### src/trial_division_prime_filter_macros.svh
// Assertion macros shared by the prime filter sources.
// Each assertion is sampled on clk and is switched off while rst_n is low.
`ifndef TRIAL_DIVISION_PRIME_FILTER_MACROS_SVH
`define TRIAL_DIVISION_PRIME_FILTER_MACROS_SVH

`ifndef SYNTHESIS

`define TDPF_ASSERT_SAME(lbl, cond, cons) \
    lbl: assert property (@(posedge clk) disable iff (!rst_n) (cond) |-> (cons)) \
        else $error("same-cycle check failed")

`define TDPF_ASSERT_NEXT(lbl, cond, cons) \
    lbl: assert property (@(posedge clk) disable iff (!rst_n) (cond) |=> (cons)) \
        else $error("next-cycle check failed")

`else

`define TDPF_ASSERT_SAME(lbl, cond, cons)

`define TDPF_ASSERT_NEXT(lbl, cond, cons)

`endif

`endif

### src/tdpf_pkg.sv
`timescale 1ns / 1ps

package tdpf_pkg;

    // Status of one finished trial division, read by the sequencer.
    typedef struct packed {
        logic done;       // one-cycle pulse when the division has finished
        logic exact;      // remainder is zero
        logic past_root;  // quotient is below the divisor, so divisor squared exceeds n
    } div_stat_t;

endpackage

### src/tdpf_divider.sv
`timescale 1ns / 1ps
`include "trial_division_prime_filter_macros.svh"

module tdpf_divider #(
    parameter int N = 31
) (
    input  logic              clk,
    input  logic              rst_n,
    input  logic              start,
    input  logic [N-1:0]      dividend,
    input  logic [N-1:0]      divisor,
    output logic              busy,
    output tdpf_pkg::div_stat_t stat
);

    localparam int CW = $clog2(N + 1);

    logic [N-1:0]  rem_reg;
    logic [N-1:0]  quo_reg;
    logic [N-1:0]  div_reg;
    logic [CW-1:0] cnt_reg;
    logic          busy_reg;
    logic          done_reg;

    logic [N:0]    trial;
    logic [N+1:0]  diff;
    logic          take;

    // Restoring division, one quotient bit a cycle. The dividend shifts out of the
    // top of quo_reg while quotient bits shift in at the bottom.
    assign trial = {rem_reg, quo_reg[N-1]};
    assign diff  = {1'b0, trial} - {2'b00, div_reg};
    assign take  = ~diff[N+1];

    always_ff @(posedge clk or negedge rst_n)
    begin
        if (!rst_n)
        begin
            rem_reg  <= '0;
            quo_reg  <= '0;
            div_reg  <= '0;
            cnt_reg  <= '0;
            busy_reg <= 1'b0;
            done_reg <= 1'b0;
        end
        else
        begin
            done_reg <= 1'b0;
            if (start && !busy_reg)
            begin
                rem_reg  <= '0;
                quo_reg  <= dividend;
                div_reg  <= divisor;
                cnt_reg  <= CW'(N);
                busy_reg <= 1'b1;
            end
            else if (busy_reg)
            begin
                if (take)
                begin
                    rem_reg <= diff[N-1:0];
                end
                else
                begin
                    rem_reg <= trial[N-1:0];
                end
                quo_reg <= {quo_reg[N-2:0], take};
                cnt_reg <= cnt_reg - CW'(1);
                if (cnt_reg == CW'(1))
                begin
                    busy_reg <= 1'b0;
                    done_reg <= 1'b1;
                end
            end
        end
    end

    assign busy           = busy_reg;
    assign stat.done      = done_reg;
    assign stat.exact     = (rem_reg == '0);
    assign stat.past_root = (quo_reg < div_reg);

    `TDPF_ASSERT_SAME(a_no_start_when_busy, start, !busy_reg);
    `TDPF_ASSERT_NEXT(a_done_single_pulse, done_reg, !done_reg);
    `TDPF_ASSERT_SAME(a_count_live_when_busy, busy_reg, cnt_reg != '0);

endmodule

### src/tdpf_ctrl.sv
`timescale 1ns / 1ps

module tdpf_ctrl #(
    parameter int W = 32
) (
    input  logic                clk,
    input  logic                rst_n,
    input  logic                cand_valid,
    input  logic [W-1:0]        candidate,
    output logic                cand_stall,
    output logic                div_start,
    output logic [W-2:0]        dividend,
    output logic [W-2:0]        divisor,
    input  tdpf_pkg::div_stat_t div_stat,
    output logic                res_valid,
    output logic [W-2:0]        res_value,
    input  logic                res_ready
);

    localparam int N = W - 1;

    typedef enum logic [1:0] {
        ST_IDLE,
        ST_START,
        ST_WAIT,
        ST_EMIT
    } state_t;

    state_t       state_reg;
    state_t       state_next;
    logic [N-1:0] n_reg;
    logic [N-1:0] n_next;
    logic [N-1:0] d_reg;
    logic [N-1:0] d_next;

    always_comb
    begin
        state_next = state_reg;
        n_next     = n_reg;
        d_next     = d_reg;
        unique case (state_reg)
            ST_IDLE:
            begin
                // Negative values, zero and one are dropped straight away.
                if (cand_valid && !candidate[W-1] && (candidate[N-1:0] > N'(1)))
                begin
                    n_next     = candidate[N-1:0];
                    d_next     = N'(2);
                    state_next = ST_START;
                end
            end
            ST_START:
            begin
                state_next = ST_WAIT;
            end
            ST_WAIT:
            begin
                if (div_stat.done)
                begin
                    if (div_stat.past_root)
                    begin
                        state_next = ST_EMIT;
                    end
                    else if (div_stat.exact)
                    begin
                        state_next = ST_IDLE;
                    end
                    else
                    begin
                        d_next     = d_reg + N'(1);
                        state_next = ST_START;
                    end
                end
            end
            ST_EMIT:
            begin
                if (res_ready)
                begin
                    state_next = ST_IDLE;
                end
            end
            default:
            begin
                state_next = ST_IDLE;
            end
        endcase
    end

    always_ff @(posedge clk or negedge rst_n)
    begin
        if (!rst_n)
        begin
            state_reg <= ST_IDLE;
            n_reg     <= '0;
            d_reg     <= '0;
        end
        else
        begin
            state_reg <= state_next;
            n_reg     <= n_next;
            d_reg     <= d_next;
        end
    end

    assign cand_stall = (state_reg != ST_IDLE);
    assign div_start  = (state_reg == ST_START);
    assign dividend   = n_reg;
    assign divisor    = d_reg;
    assign res_valid  = (state_reg == ST_EMIT);
    assign res_value  = n_reg;

endmodule

### src/trial_division_prime_filter.sv
`timescale 1ns / 1ps
`include "trial_division_prime_filter_macros.svh"

// Channel      Valid         Stall         Word
// input        cand_valid    cand_stall    candidate   (VALUE_WIDTH bits, signed)
// output       prime_valid   prime_stall   prime_value (VALUE_WIDTH-1 bits)
//
// Each trial divisor takes one pass of the bit-serial divider, and a value n
// takes about floor(sqrt(n)) - 1 divisors. Negative values, zero and one are
// dropped without any division.
// Reset clears the sequencer and the output register; there is no clearing pass.
// A waiting prime is held in the output register while a new word is taken in.

module trial_division_prime_filter #(
    parameter int VALUE_WIDTH = 32
) (
    input  logic                   clk,
    input  logic                   rst_n,
    input  logic                   cand_valid,
    output logic                   cand_stall,
    input  logic [VALUE_WIDTH-1:0] candidate,
    output logic                   prime_valid,
    input  logic                   prime_stall,
    output logic [VALUE_WIDTH-2:0] prime_value
);

    localparam int N = VALUE_WIDTH - 1;

    logic                div_start;
    logic                div_busy;
    logic [N-1:0]        dividend;
    logic [N-1:0]        divisor;
    tdpf_pkg::div_stat_t div_stat;
    logic                res_valid;
    logic [N-1:0]        res_value;
    logic                res_ready;

    logic                out_valid_reg;
    logic [N-1:0]        out_value_reg;

    tdpf_ctrl #(
        .W (VALUE_WIDTH)
    ) u_ctrl (
        .clk        (clk),
        .rst_n      (rst_n),
        .cand_valid (cand_valid),
        .candidate  (candidate),
        .cand_stall (cand_stall),
        .div_start  (div_start),
        .dividend   (dividend),
        .divisor    (divisor),
        .div_stat   (div_stat),
        .res_valid  (res_valid),
        .res_value  (res_value),
        .res_ready  (res_ready)
    );

    tdpf_divider #(
        .N (N)
    ) u_divider (
        .clk      (clk),
        .rst_n    (rst_n),
        .start    (div_start),
        .dividend (dividend),
        .divisor  (divisor),
        .busy     (div_busy),
        .stat     (div_stat)
    );

    // The output register takes a new word once its current one has gone.
    assign res_ready = !out_valid_reg || !prime_stall;

    always_ff @(posedge clk or negedge rst_n)
    begin
        if (!rst_n)
        begin
            out_valid_reg <= 1'b0;
            out_value_reg <= '0;
        end
        else if (res_ready)
        begin
            out_valid_reg <= res_valid;
            if (res_valid)
            begin
                out_value_reg <= res_value;
            end
        end
    end

    assign prime_valid = out_valid_reg;
    assign prime_value = out_value_reg;

    `TDPF_ASSERT_SAME(a_prime_at_least_two, prime_valid, prime_value > N'(1));
    `TDPF_ASSERT_NEXT(a_accepted_value_starts_work,
        cand_valid && !cand_stall && !candidate[VALUE_WIDTH-1] && (candidate[N-1:0] > N'(1)),
        cand_stall);
    `TDPF_ASSERT_SAME(a_prime_follows_work, $rose(prime_valid), $past(cand_stall));
    `TDPF_ASSERT_SAME(a_divider_idle_when_free, !cand_stall, !div_busy);

endmodule

### config.mk
export PLATFORM = sky130hd
export DESIGN_NAME = trial_division_prime_filter
export DESIGN_NICKNAME = d
export VERILOG_FILES = /design/src/tdpf_pkg.sv /design/src/tdpf_divider.sv /design/src/tdpf_ctrl.sv /design/src/trial_division_prime_filter.sv
export VERILOG_INCLUDE_DIRS = /design/src /design/src/src
export SDC_FILE = /design/constraint.sdc
export NUM_CORES = 1
export LEC_CHECK = 0
export BUFFER_PORTS_ARGS = -buffer_cell sky130_fd_sc_hd__buf_2
export CAP_MARGIN = 20
export CORE_UTILIZATION = 30
export DETAILED_ROUTE_END_ITERATION = 8
export GPL_TIMING_DRIVEN = 0
export PLACE_DENSITY = 0.52
export SYNTH_ARGS = -nofsm -noshare
export SYNTH_HDL_FRONTEND = slang
export SYNTH_SLANG_ARGS = --single-unit
### constraint.sdc
create_clock -name clk -period 2.8 [get_ports clk]
set_input_delay 0.56 -clock clk [delete_from_list [all_inputs] [get_ports clk]]
set_output_delay 0.56 -clock clk [all_outputs]
set_load 0.1 [all_outputs]
==> load_flow_metrics.sql <==
INSERT INTO impl_metrics (metric_group, metric, value, unit) VALUES
('placement', 'portBuffers', '68', ''),
('critical_path', 'critPathArrivalTime', '3130', 'ps'),
('floorplan', 'row_count', '71', ''),
('global_routing', 'gr-total-overflow', '0', ''),
('cts', 'clockRootBuffer', 'sky130_fd_sc_hd__clkbuf_16', ''),
('global_routing', 'grt_pass1_wl', '56040', 'um'),
('detailed_routing', 'via_count', '9944', ''),
('sta', 'tns', '0', 'ps'),
('global_routing', 'number_of_antenna_violations_at_the_first_check_in_global_routing', '0', ''),
('floorplan', 'floorplan.io_pins', '69', ''),
('logic_synthesis', 'synth_cell_types', '69', ''),
('sta', 'max_slew.worst_pin.slew', '953.5', 'ps'),
('global_routing', 'gr-usage-all-layers', '18.67', '%'),
('detailed_routing', 'detail_route.first_pass.iterations', '5', ''),
('global_routing', 'grt-busiest-layer', 'met2', ''),
('detailed_routing', 'route.detailed.wl_per_inst', '18.92', 'um'),
('global_routing', 'gr-usage-met1', '25.43', '%'),
('sta', 'final_period_minus_worst_setup_slack', '2759', 'ps'),
('sta', 'drv_slew', '0', ''),
('critical_path', 'rr_worst_depth', '10', ''),
('logic_synthesis', 'post_syn_instances', '1264', ''),
('cts', 'cts_num_sinks', '196', ''),
('final_layout', 'syn_to_final_growth', '21.45', '%'),
('final_layout', 'final_cells', '1900', ''),
('critical_path', 'worst-path-stages', '10', ''),
('detailed_routing', 'wirelength', '35950', 'um'),
('logic_synthesis', 'post_synth_main_area_contributors', 'sky130_fd_sc_hd__dfrtp_1 (43%), sky130_fd_sc_hd__nand2_1 (8.1%), sky130_fd_sc_hd__ha_1 (7.0%)', ''),
('sta', 'finalSetupViolations', '0', ''),
('logic_synthesis', 'synth_top_family_by_area', 'simple AND/OR/NAND/NOR gates', ''),
('detailed_routing', 'detail_route.drc_violations', '0', ''),
('logic_synthesis', 'postSynthNetCount', '1365', ''),
('final_layout', 'drive_above_1_share', '20.88', '%'),
('critical_path', 'critPathSlowestCell', 'sky130_fd_sc_hd__dfrtp_2', ''),
('placement', 'placedInstanceArea', '12450', 'um^2'),
('logic_synthesis', 'synth_async_sr_flop_share', '100.0', '%'),
('floorplan', 'die_area', '38860', 'um^2'),
('detailed_routing', 'drt_first_iter_violations', '616', ''),
('sta', 'rsz0062_at_grt', 'yes', ''),
('logic_synthesis', 'fraction_of_synthesized_area_in_multiplexers', '8.083', '%'),
('critical_path', 'critical_path.startpoint', 'u_divider.quo_reg[25]$_DFFE_PN0P_', ''),
('logic_synthesis', 'post_synth_fa_ha_maj_area_fraction', '7.185', '%'),
('run', 'total_of_max_cap_violations', '0', ''),
('global_routing', 'grtUsageMet3', '3.056', '%'),
('cts', 'clock_path_buffers', '2', ''),
('final_layout', 'leading_cell_types_in_the_layout_fill_and_taps_excluded', 'sky130_fd_sc_hd__nand2_1 (244), sky130_fd_sc_hd__dfrtp_1 (190), sky130_fd_sc_hd__o21ai_0 (80), sky130_fd_sc_hd__buf_2 (76), sky130_fd_sc_hd__ha_1 (59)', ''),
('placement', 'dpl.hpwl', '26390', 'um'),
('critical_path', 'worst_setup_path_start_kind', 'flip-flop', ''),
('critical_path', 'worstReg2RegStart', 'u_divider.quo_reg[25]$_DFFE_PN0P_', ''),
('critical_path', 'critical-path-max-stage-delay', '470', 'ps'),
('floorplan', 'floorplan.die.height', '197.1', 'um'),
('sta', 'post-route-period-util', '98.54', '%'),
('logic_synthesis', 'synth_enable_flop_cells', '0', ''),
('final_layout', 'layout_commonest_cell', 'sky130_fd_sc_hd__nand2_1', ''),
('global_routing', 'global_routing_usage_on_met2', '30.09', '%'),
('run_status', 'run_status', 'finished clean', ''),
('logic_synthesis', 'yosys.area_share.xor_xnor', '1.610', '%'),
('logic_synthesis', 'avgSynthCellArea', '9.038', 'um^2'),
('critical_path', 'critical_path_peak_fanout', '5', ''),
('critical_path', 'critical_path_class', 'reg2reg', ''),
('detailed_routing', 'drt-vias-per-instance', '5.234', ''),
('cts', 'cts.reportedPaths.clkPinSlew', '70', 'ps'),
('global_routing', 'via_count_of_the_first_global_routing_pass', '9692', ''),
('logic_synthesis', 'ys.flop_type', 'sky130_fd_sc_hd__dfrtp_1', ''),
('floorplan', 'die-width', '197.1', 'um'),
('logic_synthesis', 'synth.yosys.warnings', '0', ''),
('sta', 'final.setup_skew', '14.97', 'ps'),
('final_layout', 'num_antenna_cells', '0', ''),
('logic_synthesis', 'synth_top_cell_area_share', '42.94', '%'),
('critical_path', 'kind_of_capture_point_of_the_worst_setup_path', 'flip-flop', ''),
('cts', 'clock_tree.htree_level_count', '4', ''),
('sta', 'worst_slew_margin_rel', '36.43', '%');
-- per-stage QoR --
step                      utilization, %  hold slack [ps]
after floorplan                        -            264.4
after global placement             33.01            477.3
after detailed placement           33.12            483.8
after CTS                          35.38            202.4
after global routing               36.92            231.7
final                              36.92            181.2
-- synthesized netlist by cell type (22+ instances only) --
library cell and instances:
sky130_fd_sc_hd__nor2_1 47, sky130_fd_sc_hd__clkbuf_1 45, sky130_fd_sc_hd__o21ai_0 81, sky130_fd_sc_hd__nand4_1 30, sky130_fd_sc_hd__nor3_1 35, sky130_fd_sc_hd__mux2_2 33
sky130_fd_sc_hd__nand3_1 49, sky130_fd_sc_hd__mux2i_1 54, sky130_fd_sc_hd__nor4_1 22, sky130_fd_sc_hd__dfrtp_1 196, sky130_fd_sc_hd__ha_1 64, sky130_fd_sc_hd__a21oi_1 54
sky130_fd_sc_hd__nand2b_1 27, sky130_fd_sc_hd__nand2_1 247, sky130_fd_sc_hd__inv_1 47
-- per-layer routing --
layer  vias to the layer above  wire length [um]
met5                         -                 0
met4                         0               856
met3                        53              1553
met2                       261             16810
met1                      4889             16730
li1                       4741                 -
-- area by class of cell --
cell class | instances | area, um^2
plain buffers | 66 | 364.1
multi-input cells | 949 | 6548
clock inverters | 14 | 138.9
inverters | 49 | 186.4
well taps | 511 | 639.4
flip-flops and latches | 196 | 4912
clock buffers | 18 | 439.2
fillers | 3773 | 23700
repair buffers | 97 | 645.6
-- kinds of logic after synthesis --
group,Yosys count
compound gates,260
xor+xnor,21
fa+ha+maj,65
buf+inv,119
flops,196
mux,88
simple gates,515
-- worst reg2reg max path: stages (launching register included) --
cell	delay, ps
sky130_fd_sc_hd__dfrtp_2	470
sky130_fd_sc_hd__ha_4	290
sky130_fd_sc_hd__nand4_1	180
sky130_fd_sc_hd__nor3_2	330
sky130_fd_sc_hd__nand2_1	140
sky130_fd_sc_hd__o211a_1	240
sky130_fd_sc_hd__o211a_2	140
sky130_fd_sc_hd__o31a_1	140
sky130_fd_sc_hd__buf_2	200
sky130_fd_sc_hd__nor4b_2	350
sky130_fd_sc_hd__mux2i_1	210
-- repair_timing --
| item | CTS | global route |
|---|---|---|
| gates cloned | 1 | 3 |
| hold buffers | 0 | 0 |
| resized for setup | 51 | 109 |
| endpoints found under the setup margin | 91 | 90 |
| buffers inserted | 10 | 13 |
| pin swaps | 12 | 52 |
-- worst paths after layout --
path | to | slack [ps]
worst min register to register | u_divider.done_reg$_DFF_PN0_ | 500
worst max register to register | u_ctrl.divisor[27]$_DFFE_PN0P_ | 40
worst min-delay path | prime_value[6]$_DFFE_PN0P_ | 180
min in group clk | u_ctrl.dividend[21]$_DFFE_PN0P_ | 320
max in group asynchronous | u_ctrl.divisor[26]$_DFFE_PN0P_ | 1640
worst max-delay path | u_ctrl.divisor[27]$_DFFE_PN0P_ | 40
Power is not shown: default switching activity piles up to over one toggle a cycle in this logic, so the estimate is an artifact.
